**src/rtl/itoa_pkg.sv**
```systemverilog
// Package for integer_to_ascii_digits: word types, format codes, FSM state,
// controller/datapath command and status structs, digit character table.
// No dependencies.
`timescale 1ns / 1ps

package itoa_pkg;

  localparam int ValueWidth   = 32;
  localparam int BufDepth     = 10;
  localparam int MaxOut       = 11;
  localparam int IdxWidth     = 4;
  localparam int StepWidth    = 6;
  localparam int DefDecDigits = 10;
  localparam int DefHexDigits = 8;

  localparam logic [1:0] KIND_UDEC = 2'd0;
  localparam logic [1:0] KIND_SDEC = 2'd1;
  localparam logic [1:0] KIND_HEX  = 2'd2;

  localparam logic [6:0] CHAR_MINUS = 7'h2d;

  typedef struct packed {
    logic [1:0]  kind;
    logic [31:0] value;
    logic [3:0]  min_digits;
  } in_word_t;

  typedef struct packed {
    logic [6:0] char_out;
    logic       last;
  } out_word_t;

  typedef enum logic [2:0] {
    ST_IDLE,
    ST_DABBLE,
    ST_SCAN,
    ST_SIGN,
    ST_DIGIT
  } state_t;

  typedef struct packed {
    logic load;
    logic dabble;
    logic scan;
    logic emit_sign;
    logic emit_digit;
  } ctrl_t;

  typedef struct packed {
    logic hex;
    logic negative;
    logic steps_done;
    logic top_nonzero;
    logic idx_zero;
    logic out_free;
  } stat_t;

  function automatic logic [6:0] digit_char(input logic [3:0] d);
    logic [6:0] c;
    if (d < 4'd10) begin
      c = 7'h30 + {3'b000, d};
    end else begin
      c = 7'h57 + {3'b000, d};
    end
    return c;
  endfunction

endpackage

```
**src/rtl/itoa_ctrl.sv**
```systemverilog
// Controller FSM for integer_to_ascii_digits: sequences load, shift-add-3
// conversion, leading-zero scan, sign and digit emission.
// Depends on itoa_pkg.
`timescale 1ns / 1ps

module itoa_ctrl (
  input  logic            clk,
  input  logic            rst,
  input  logic            item_valid,
  output logic            item_stall,
  input  itoa_pkg::stat_t stat,
  output itoa_pkg::ctrl_t ctrl
);

  itoa_pkg::state_t state, state_next;

  always_ff @(posedge clk) begin
    if (rst) begin
      state <= itoa_pkg::ST_IDLE;
    end else begin
      state <= state_next;
    end
  end

  always_comb begin
    state_next = state;
    unique case (state)
      itoa_pkg::ST_IDLE: begin
        if (item_valid) begin
          state_next = itoa_pkg::ST_DABBLE;
        end
      end
      itoa_pkg::ST_DABBLE: begin
        if (stat.hex) begin
          state_next = itoa_pkg::ST_DIGIT;
        end else if (stat.steps_done) begin
          state_next = itoa_pkg::ST_SCAN;
        end
      end
      itoa_pkg::ST_SCAN: begin
        if (stat.top_nonzero || stat.idx_zero) begin
          state_next = stat.negative ? itoa_pkg::ST_SIGN : itoa_pkg::ST_DIGIT;
        end
      end
      itoa_pkg::ST_SIGN: begin
        if (stat.out_free) begin
          state_next = itoa_pkg::ST_DIGIT;
        end
      end
      itoa_pkg::ST_DIGIT: begin
        if (stat.out_free && stat.idx_zero) begin
          state_next = itoa_pkg::ST_IDLE;
        end
      end
      default: state_next = itoa_pkg::ST_IDLE;
    endcase
  end

  always_comb begin
    ctrl       = '0;
    item_stall = 1'b1;
    unique case (state)
      itoa_pkg::ST_IDLE: begin
        item_stall = 1'b0;
        ctrl.load  = item_valid;
      end
      itoa_pkg::ST_DABBLE: begin
        ctrl.dabble = !stat.hex && !stat.steps_done;
      end
      itoa_pkg::ST_SCAN: begin
        ctrl.scan = !(stat.top_nonzero || stat.idx_zero);
      end
      itoa_pkg::ST_SIGN: begin
        ctrl.emit_sign = stat.out_free;
      end
      itoa_pkg::ST_DIGIT: begin
        ctrl.emit_digit = stat.out_free;
      end
      default: ctrl = '0;
    endcase
  end

  a_emit_free: assert property (@(posedge clk) disable iff (rst)
    (ctrl.emit_sign || ctrl.emit_digit) |-> stat.out_free)
    else $error("emit while output register busy");

  a_one_cmd: assert property (@(posedge clk) disable iff (rst)
    $onehot0(ctrl))
    else $error("more than one datapath command");

  a_last_to_idle: assert property (@(posedge clk) disable iff (rst)
    (ctrl.emit_digit && stat.idx_zero) |=> (state == itoa_pkg::ST_IDLE))
    else $error("final digit did not end the item");

endmodule

```
**src/rtl/itoa_dpath.sv**
```systemverilog
// Datapath for integer_to_ascii_digits: work value, BCD digit buffer,
// digit index, hex digit count and the output word register.
// Depends on itoa_pkg.
`timescale 1ns / 1ps

module itoa_dpath #(
  parameter int DEC_DIGITS = itoa_pkg::DefDecDigits,
  parameter int HEX_DIGITS = itoa_pkg::DefHexDigits
) (
  input  logic                clk,
  input  logic                rst,
  input  itoa_pkg::in_word_t  item,
  input  itoa_pkg::ctrl_t     ctrl,
  output itoa_pkg::stat_t     stat,
  input  logic                chr_stall,
  output logic                chr_valid,
  output itoa_pkg::out_word_t chr
);

  localparam int DecLimit = (DEC_DIGITS > itoa_pkg::BufDepth) ? itoa_pkg::BufDepth : DEC_DIGITS;
  localparam int HexCapI  = (HEX_DIGITS > 16) ? 16 : HEX_DIGITS;
  localparam logic [4:0] HexCap = 5'(HexCapI);
  localparam logic [4:0] OutCap = 5'(itoa_pkg::MaxOut);
  localparam logic [itoa_pkg::IdxWidth-1:0] DecTop  = itoa_pkg::IdxWidth'(DecLimit - 1);
  localparam logic [itoa_pkg::IdxWidth-1:0] BufLim  = itoa_pkg::IdxWidth'(itoa_pkg::BufDepth);
  localparam logic [itoa_pkg::StepWidth-1:0] Steps  =
    itoa_pkg::StepWidth'(itoa_pkg::ValueWidth);

  logic [31:0]                      work_value;
  logic [3:0]                       digit_buffer [itoa_pkg::BufDepth];
  logic                             negative_flag;
  logic                             hex_mode;
  logic [itoa_pkg::StepWidth-1:0]   step_count;
  logic [itoa_pkg::IdxWidth-1:0]    emit_index;

  logic [3:0]  adj [itoa_pkg::BufDepth];
  logic [4:0]  nd, pad, hex_n;
  logic [31:0] hex_sh;
  logic [3:0]  cur_digit, dec_digit;
  logic        emit;
  logic        bad_digit;

  // significant hex digits of the incoming value, padded and clamped
  always_comb begin
    nd = 5'd0;
    for (int i = 0; i < 8; i++) begin
      if (item.value[4*i +: 4] != 4'd0) begin
        nd = 5'(i + 1);
      end
    end
    pad   = ({1'b0, item.min_digits} > HexCap) ? HexCap : {1'b0, item.min_digits};
    hex_n = (pad > nd) ? pad : nd;
    if (hex_n == 5'd0) begin
      hex_n = 5'd1;
    end
    if (hex_n > OutCap) begin
      hex_n = OutCap;
    end
  end

  always_comb begin
    for (int i = 0; i < itoa_pkg::BufDepth; i++) begin
      adj[i] = (digit_buffer[i] >= 4'd5) ? digit_buffer[i] + 4'd3 : digit_buffer[i];
    end
  end

  always_comb begin
    hex_sh    = work_value >> {emit_index[2:0], 2'b00};
    dec_digit = (emit_index < BufLim) ? digit_buffer[emit_index] : 4'd0;
    if (hex_mode) begin
      cur_digit = emit_index[3] ? 4'd0 : hex_sh[3:0];
    end else begin
      cur_digit = dec_digit;
    end
  end

  assign emit = ctrl.emit_sign || ctrl.emit_digit;

  always_ff @(posedge clk) begin
    if (rst) begin
      work_value    <= '0;
      negative_flag <= 1'b0;
      hex_mode      <= 1'b0;
      step_count    <= '0;
      emit_index    <= '0;
    end else if (ctrl.load) begin
      hex_mode   <= (item.kind == itoa_pkg::KIND_HEX);
      step_count <= '0;
      for (int i = 0; i < itoa_pkg::BufDepth; i++) begin
        digit_buffer[i] <= 4'd0;
      end
      if (item.kind == itoa_pkg::KIND_SDEC && item.value[31]) begin
        work_value    <= ~item.value + 32'd1;
        negative_flag <= 1'b1;
      end else begin
        work_value    <= item.value;
        negative_flag <= 1'b0;
      end
      if (item.kind == itoa_pkg::KIND_HEX) begin
        emit_index <= itoa_pkg::IdxWidth'(hex_n - 5'd1);
      end else begin
        emit_index <= DecTop;
      end
    end else if (ctrl.dabble) begin
      digit_buffer[0] <= {adj[0][2:0], work_value[31]};
      for (int i = 1; i < itoa_pkg::BufDepth; i++) begin
        digit_buffer[i] <= {adj[i][2:0], adj[i-1][3]};
      end
      work_value <= {work_value[30:0], 1'b0};
      step_count <= step_count + itoa_pkg::StepWidth'(1);
    end else if (ctrl.scan || (ctrl.emit_digit && emit_index != '0)) begin
      emit_index <= emit_index - itoa_pkg::IdxWidth'(1);
    end
  end

  always_ff @(posedge clk) begin
    if (rst) begin
      chr_valid <= 1'b0;
    end else if (emit) begin
      chr_valid <= 1'b1;
    end else if (!chr_stall) begin
      chr_valid <= 1'b0;
    end
  end

  always_ff @(posedge clk) begin
    if (ctrl.emit_sign) begin
      chr.char_out <= itoa_pkg::CHAR_MINUS;
      chr.last     <= 1'b0;
    end else if (ctrl.emit_digit) begin
      chr.char_out <= itoa_pkg::digit_char(cur_digit);
      chr.last     <= (emit_index == '0);
    end
  end

  always_comb begin
    stat.hex         = hex_mode;
    stat.negative    = negative_flag;
    stat.steps_done  = (step_count == Steps);
    stat.top_nonzero = (dec_digit != 4'd0);
    stat.idx_zero    = (emit_index == '0);
    stat.out_free    = !chr_valid || !chr_stall;
  end

  always_comb begin
    bad_digit = 1'b0;
    for (int i = 0; i < itoa_pkg::BufDepth; i++) begin
      if (digit_buffer[i] > 4'd9) begin
        bad_digit = 1'b1;
      end
    end
  end

  a_steps: assert property (@(posedge clk) disable iff (rst)
    !ctrl.load |-> (step_count <= Steps))
    else $error("conversion step count overran");

  a_bcd: assert property (@(posedge clk) disable iff (rst)
    $past(ctrl.dabble) |-> !bad_digit)
    else $error("BCD digit out of range");

  a_last_digit: assert property (@(posedge clk) disable iff (rst)
    (ctrl.emit_digit && emit_index == '0) |=> (chr_valid && chr.last))
    else $error("final character missing last flag");

endmodule

```
**src/rtl/integer_to_ascii_digits.sv**
```systemverilog
// Integer to ASCII digit converter, top level.
// Joins the controller FSM (itoa_ctrl) and the datapath (itoa_dpath).
// Depends on itoa_pkg.
//
// Usage:
//   Input channel item_valid/item_stall/item carries one word per number:
//   kind (unsigned decimal, signed decimal, hex), value and min_digits.
//   Output channel chr_valid/chr_stall/chr returns one word per ASCII
//   character, most significant first, with last set on the final one.
//   Decimal: load, then the shift-add-3 loop (one step per value bit) and
//   its exit, a leading-zero scan over the digit buffer, an optional sign,
//   then one digit per cycle while the output is not stalled.
//   Hex: load, a dispatch step, then one digit per cycle while the output
//   is not stalled, with up to 11 digits per number.
//   One number is in flight at a time; the conversion loop sets the rate.
//   The output word register lets the next number be taken while the
//   last character is still waiting. A stall on the output holds the word
//   and pauses emission. Reset (synchronous, active high) returns the
//   controller to idle and empties the output register.
`timescale 1ns / 1ps

module integer_to_ascii_digits #(
  parameter int DEC_DIGITS = itoa_pkg::DefDecDigits,
  parameter int HEX_DIGITS = itoa_pkg::DefHexDigits
) (
  input  logic                clk,
  input  logic                rst,
  input  logic                item_valid,
  output logic                item_stall,
  input  itoa_pkg::in_word_t  item,
  output logic                chr_valid,
  input  logic                chr_stall,
  output itoa_pkg::out_word_t chr
);

  itoa_pkg::ctrl_t ctrl;
  itoa_pkg::stat_t stat;

  itoa_ctrl u_ctrl (
    .clk        (clk),
    .rst        (rst),
    .item_valid (item_valid),
    .item_stall (item_stall),
    .stat       (stat),
    .ctrl       (ctrl)
  );

  itoa_dpath #(
    .DEC_DIGITS (DEC_DIGITS),
    .HEX_DIGITS (HEX_DIGITS)
  ) u_dpath (
    .clk       (clk),
    .rst       (rst),
    .item      (item),
    .ctrl      (ctrl),
    .stat      (stat),
    .chr_stall (chr_stall),
    .chr_valid (chr_valid),
    .chr       (chr)
  );

endmodule

```
**config.mk**
```make
export PLATFORM = sky130hd
export DESIGN_NAME = integer_to_ascii_digits
export DESIGN_NICKNAME = d
export VERILOG_FILES = /design/src/rtl/itoa_pkg.sv /design/src/rtl/itoa_ctrl.sv /design/src/rtl/itoa_dpath.sv /design/src/rtl/integer_to_ascii_digits.sv
export SDC_FILE = /design/constraint.sdc
export NUM_CORES = 1
export LEC_CHECK = 0
export BUFFER_PORTS_ARGS = -buffer_cell sky130_fd_sc_hd__buf_2
export CAP_MARGIN = 10
export CORE_MARGIN = 2
export CORE_UTILIZATION = 50
export CTS_CLUSTER_SIZE = 40
export DETAILED_ROUTE_END_ITERATION = 16
export PLACE_DENSITY = 0.71
export SLEW_MARGIN = 10
export SYNTH_ARGS = -nofsm -noshare
export SYNTH_HDL_FRONTEND = slang
export SYNTH_SLANG_ARGS = --single-unit
```
**constraint.sdc**
```tcl
create_clock -name clk -period 5.99 [get_ports clk]
set_input_delay 0.8985 -clock clk [delete_from_list [all_inputs] [get_ports clk]]
set_output_delay 0.8985 -clock clk [all_outputs]
set_load 0.01 [all_outputs]
```
==> flow_summary.toml <==
[timing]
final.min_clock_period_ns = 4.45
slew_violations = 0
hold_viol_final = 0
final.setup_skew_ns = 0.00481
finalSetupTns_ns = 0
setup_viol = 0
fin_crit_sh_pct = 74.2
grt_setup_unrepaired = "no"
fmax_mhz = 225
worstMarginPinSlew_ns = 1.12
timing.slew.headroom_pct = 24.8

[setup_path]
arrival_ns = 4.69
path_max_fanout = 8
critPathLaunchType = "input port"
endpoint_kind = "flip-flop"
critical_path_class = "input port to flip-flop"
reg2reg_depth = 7
rrSetupSlack_ns = 3.01
r2r-end = "u_dpath.emit_index[2]$_SDFFE_PP0P_"
required_ns = 6.23

[worst_hold_path]
hold_class = "flip-flop to flip-flop"
hold_depth = 2
min_to = "u_dpath.chr[7]$_SDFFE_PP0P_"
min_from = "u_dpath.chr[7]$_SDFFE_PP0P_"

[cells_and_area]
seqCellArea_um2 = 2400
drive_gt1_share_pct = 13.4
nFillCells = 1138
antenna_cells = 0
multi_input_area_um2 = 3830
layout.nets = 834
synthToLayoutAreaGrowth_pct = 11.0

[clock_network]
root_buffer = "clkbuf_16"
cts_tree = "done"
cts_sinks = 100
htree_levels = 3
cts_inserted_buffers = 9
cts_resized = 0
clockBufferDepth = 2
clock_latency_ns = 0.35
holdBufCountCts = 0
cts_setup_buffers = 0
clk_pin_slew_ns = 0.07

[drt]
vias = 5576
drc = 0
postRouteAntennaNets = 0
totalWireLength_um = 15100
via_per_inst = 5.94
first_iter_violations = 541
drtPass1Iterations = 5
wl_per_cell_um = 16.0

[floorplan]
initial_utilization_pct = 51.3
rows = 41
ioPinCount = 52
die_w_um = 118
dieArea_um2 = 13900
die_h_um = 118
coreArea_um2 = 12700

[synth]
yosysTopAreaCell = "dfxtp_1"
ys_seq_elements = 100
synth.top_cell.area_share_pct = 18.5
synth_cell_type_count = 60
synthTopCellsByCount = "nor2_1, a21oi_1, nand2_1, dfxtp_1, edfxtp_1"
synth_most_common_cell = "nor2_1"
synth_warnings = 0
ys_async_sr_fraction_pct = 0
synth_top_cells_by_area = "dfxtp_1, edfxtp_1, a21oi_1"
mappedNetlistNets = 807
synth.yosys.seq_area_share_pct = 36.9
synth-main-ff-cell = "dfxtp_1"
avgSynthCellArea_um2 = 8.85
synth_area_um2 = 6500
synth_edf_count = 40
netlist_instances = 735

[grt]
antenna_found_initial = 0
overflow = 0
grt_use_total_pct = 21.7
grt_pass1_vias = 5157
grt_max_degree = 48
grt_pass1_wl_um = 25100

[power]
finalPower_mw = 2.96
peakVddDrop_mv = 0.162
power_density_nw_per_um2 = 410
p_leak_nw = 2.75

[flow_run]
drv_cap = 0

[place]
gp_congestion = 0.961
hpwl_um = 11100
numPortBuffers = 51

[outcome]
status = "finished clean"
## worst max-delay path, stage by stage
cell	delay, ns
buf_2	0.13
nor4_2	0.68
nand2_1	0.28
o31ai_1	0.41
ha_1	0.32
a21oi_1	0.13
o22ai_1	0.09
o22ai_1	0.34
o21bai_1	0.24
nand2_1	0.10
ha_1	0.29
or3_1	0.36
o21ai_0	0.08
a31oi_1	0.06
a211oi_1	0.27
## routing by layer
layer	track usage (%)	up-vias	wire length [um]
li1	-	2725	-
met1	30.8	2653	7190
met2	34.4	175	6840
met3	1.99	23	742
met4	8.06	0	291
met5	0	-	0
## cell families after synthesis
logic type	share of synthesized area [%]
and+or+nand+nor	19.8
DFF	36.9
adders and majority gates	5.77
xor gates and xnor gates	6.06
AOI/OAI and AO/OA	20.1
muxes	7.00
buffers and inverters	4.39
## cell type report
cell class,instances,share of cell area [%]
Multi-Input combinational cell,562,53.0
Sequential cell,100,33.3
Clock buffer,15,4.57
Timing Repair Buffer,55,3.95
Tap cell,172,2.98
Inverter,34,1.77
Clock inverter,1,0.416
## flip-flops by register name, summed over array words and instances (netlist names), 3 cells and up, named ones only
name,flops
u_ctrl.state,3
u_dpath.chr,8
u_dpath.digit_buffer,40
u_dpath.emit_index,4
u_dpath.step_count,6
u_dpath.work_value,32
## through the flow
stage | instance area [um2] | utilization, % | hold WS [ns] | setup WS [ns] | cells
3_3_place_gp | 6860 | 54.2 | 0.417 | 1.52 | 923
4_1_cts | 7220 | 57.0 | 0.441 | 1.60 | 939
3_5_place_dp | 6860 | 54.2 | 0.430 | 1.26 | 923
5_1_grt | 7220 | 57.0 | 0.476 | 1.14 | 939
6_report | 7220 | 57.0 | 0.439 | 1.54 | 939
2_1_floorplan | 6500 | - | 0.442 | 2.02 | 735
## placed cells by master (no fill, tap or decap), types with 13 or more instances in the layout
cell      instances
nor2_1           96
a21oi_1          80
nand2_1          69
dfxtp_1          60
buf_2            51
edfxtp_1         40
inv_1            34
ha_1             30
xor2_1           28
a22oi_1          27
o21ai_0          24
nand2b_1         24
xnor2_1          17
a31oi_1          13
## power breakdown
part | switching [mW] | total (mW) | internal (mW)
registers | 0.219 | 1.13 | 0.914
clock network | 0.248 | 0.669 | 0.420
logic | 0.670 | 1.16 | 0.487
## how the worst max path moves through the flow
stage,startpoint,slack [ns],cells after the start,endpoint
5_1_grt,item[17],1.14,15,u_dpath.emit_index[1]$_SDFFE_PP0P_
3_5_place_dp,item[17],1.26,15,u_dpath.emit_index[1]$_SDFFE_PP0P_
2_1_floorplan,item[17],2.02,15,flip-flop
4_1_cts,item[17],1.60,15,u_dpath.emit_index[1]$_SDFFE_PP0P_
6_report,item[17],1.54,15,u_dpath.emit_index[1]$_SDFFE_PP0P_
3_3_place_gp,item[17],1.52,16,flip-flop
(Power assumes the default switching activity.)
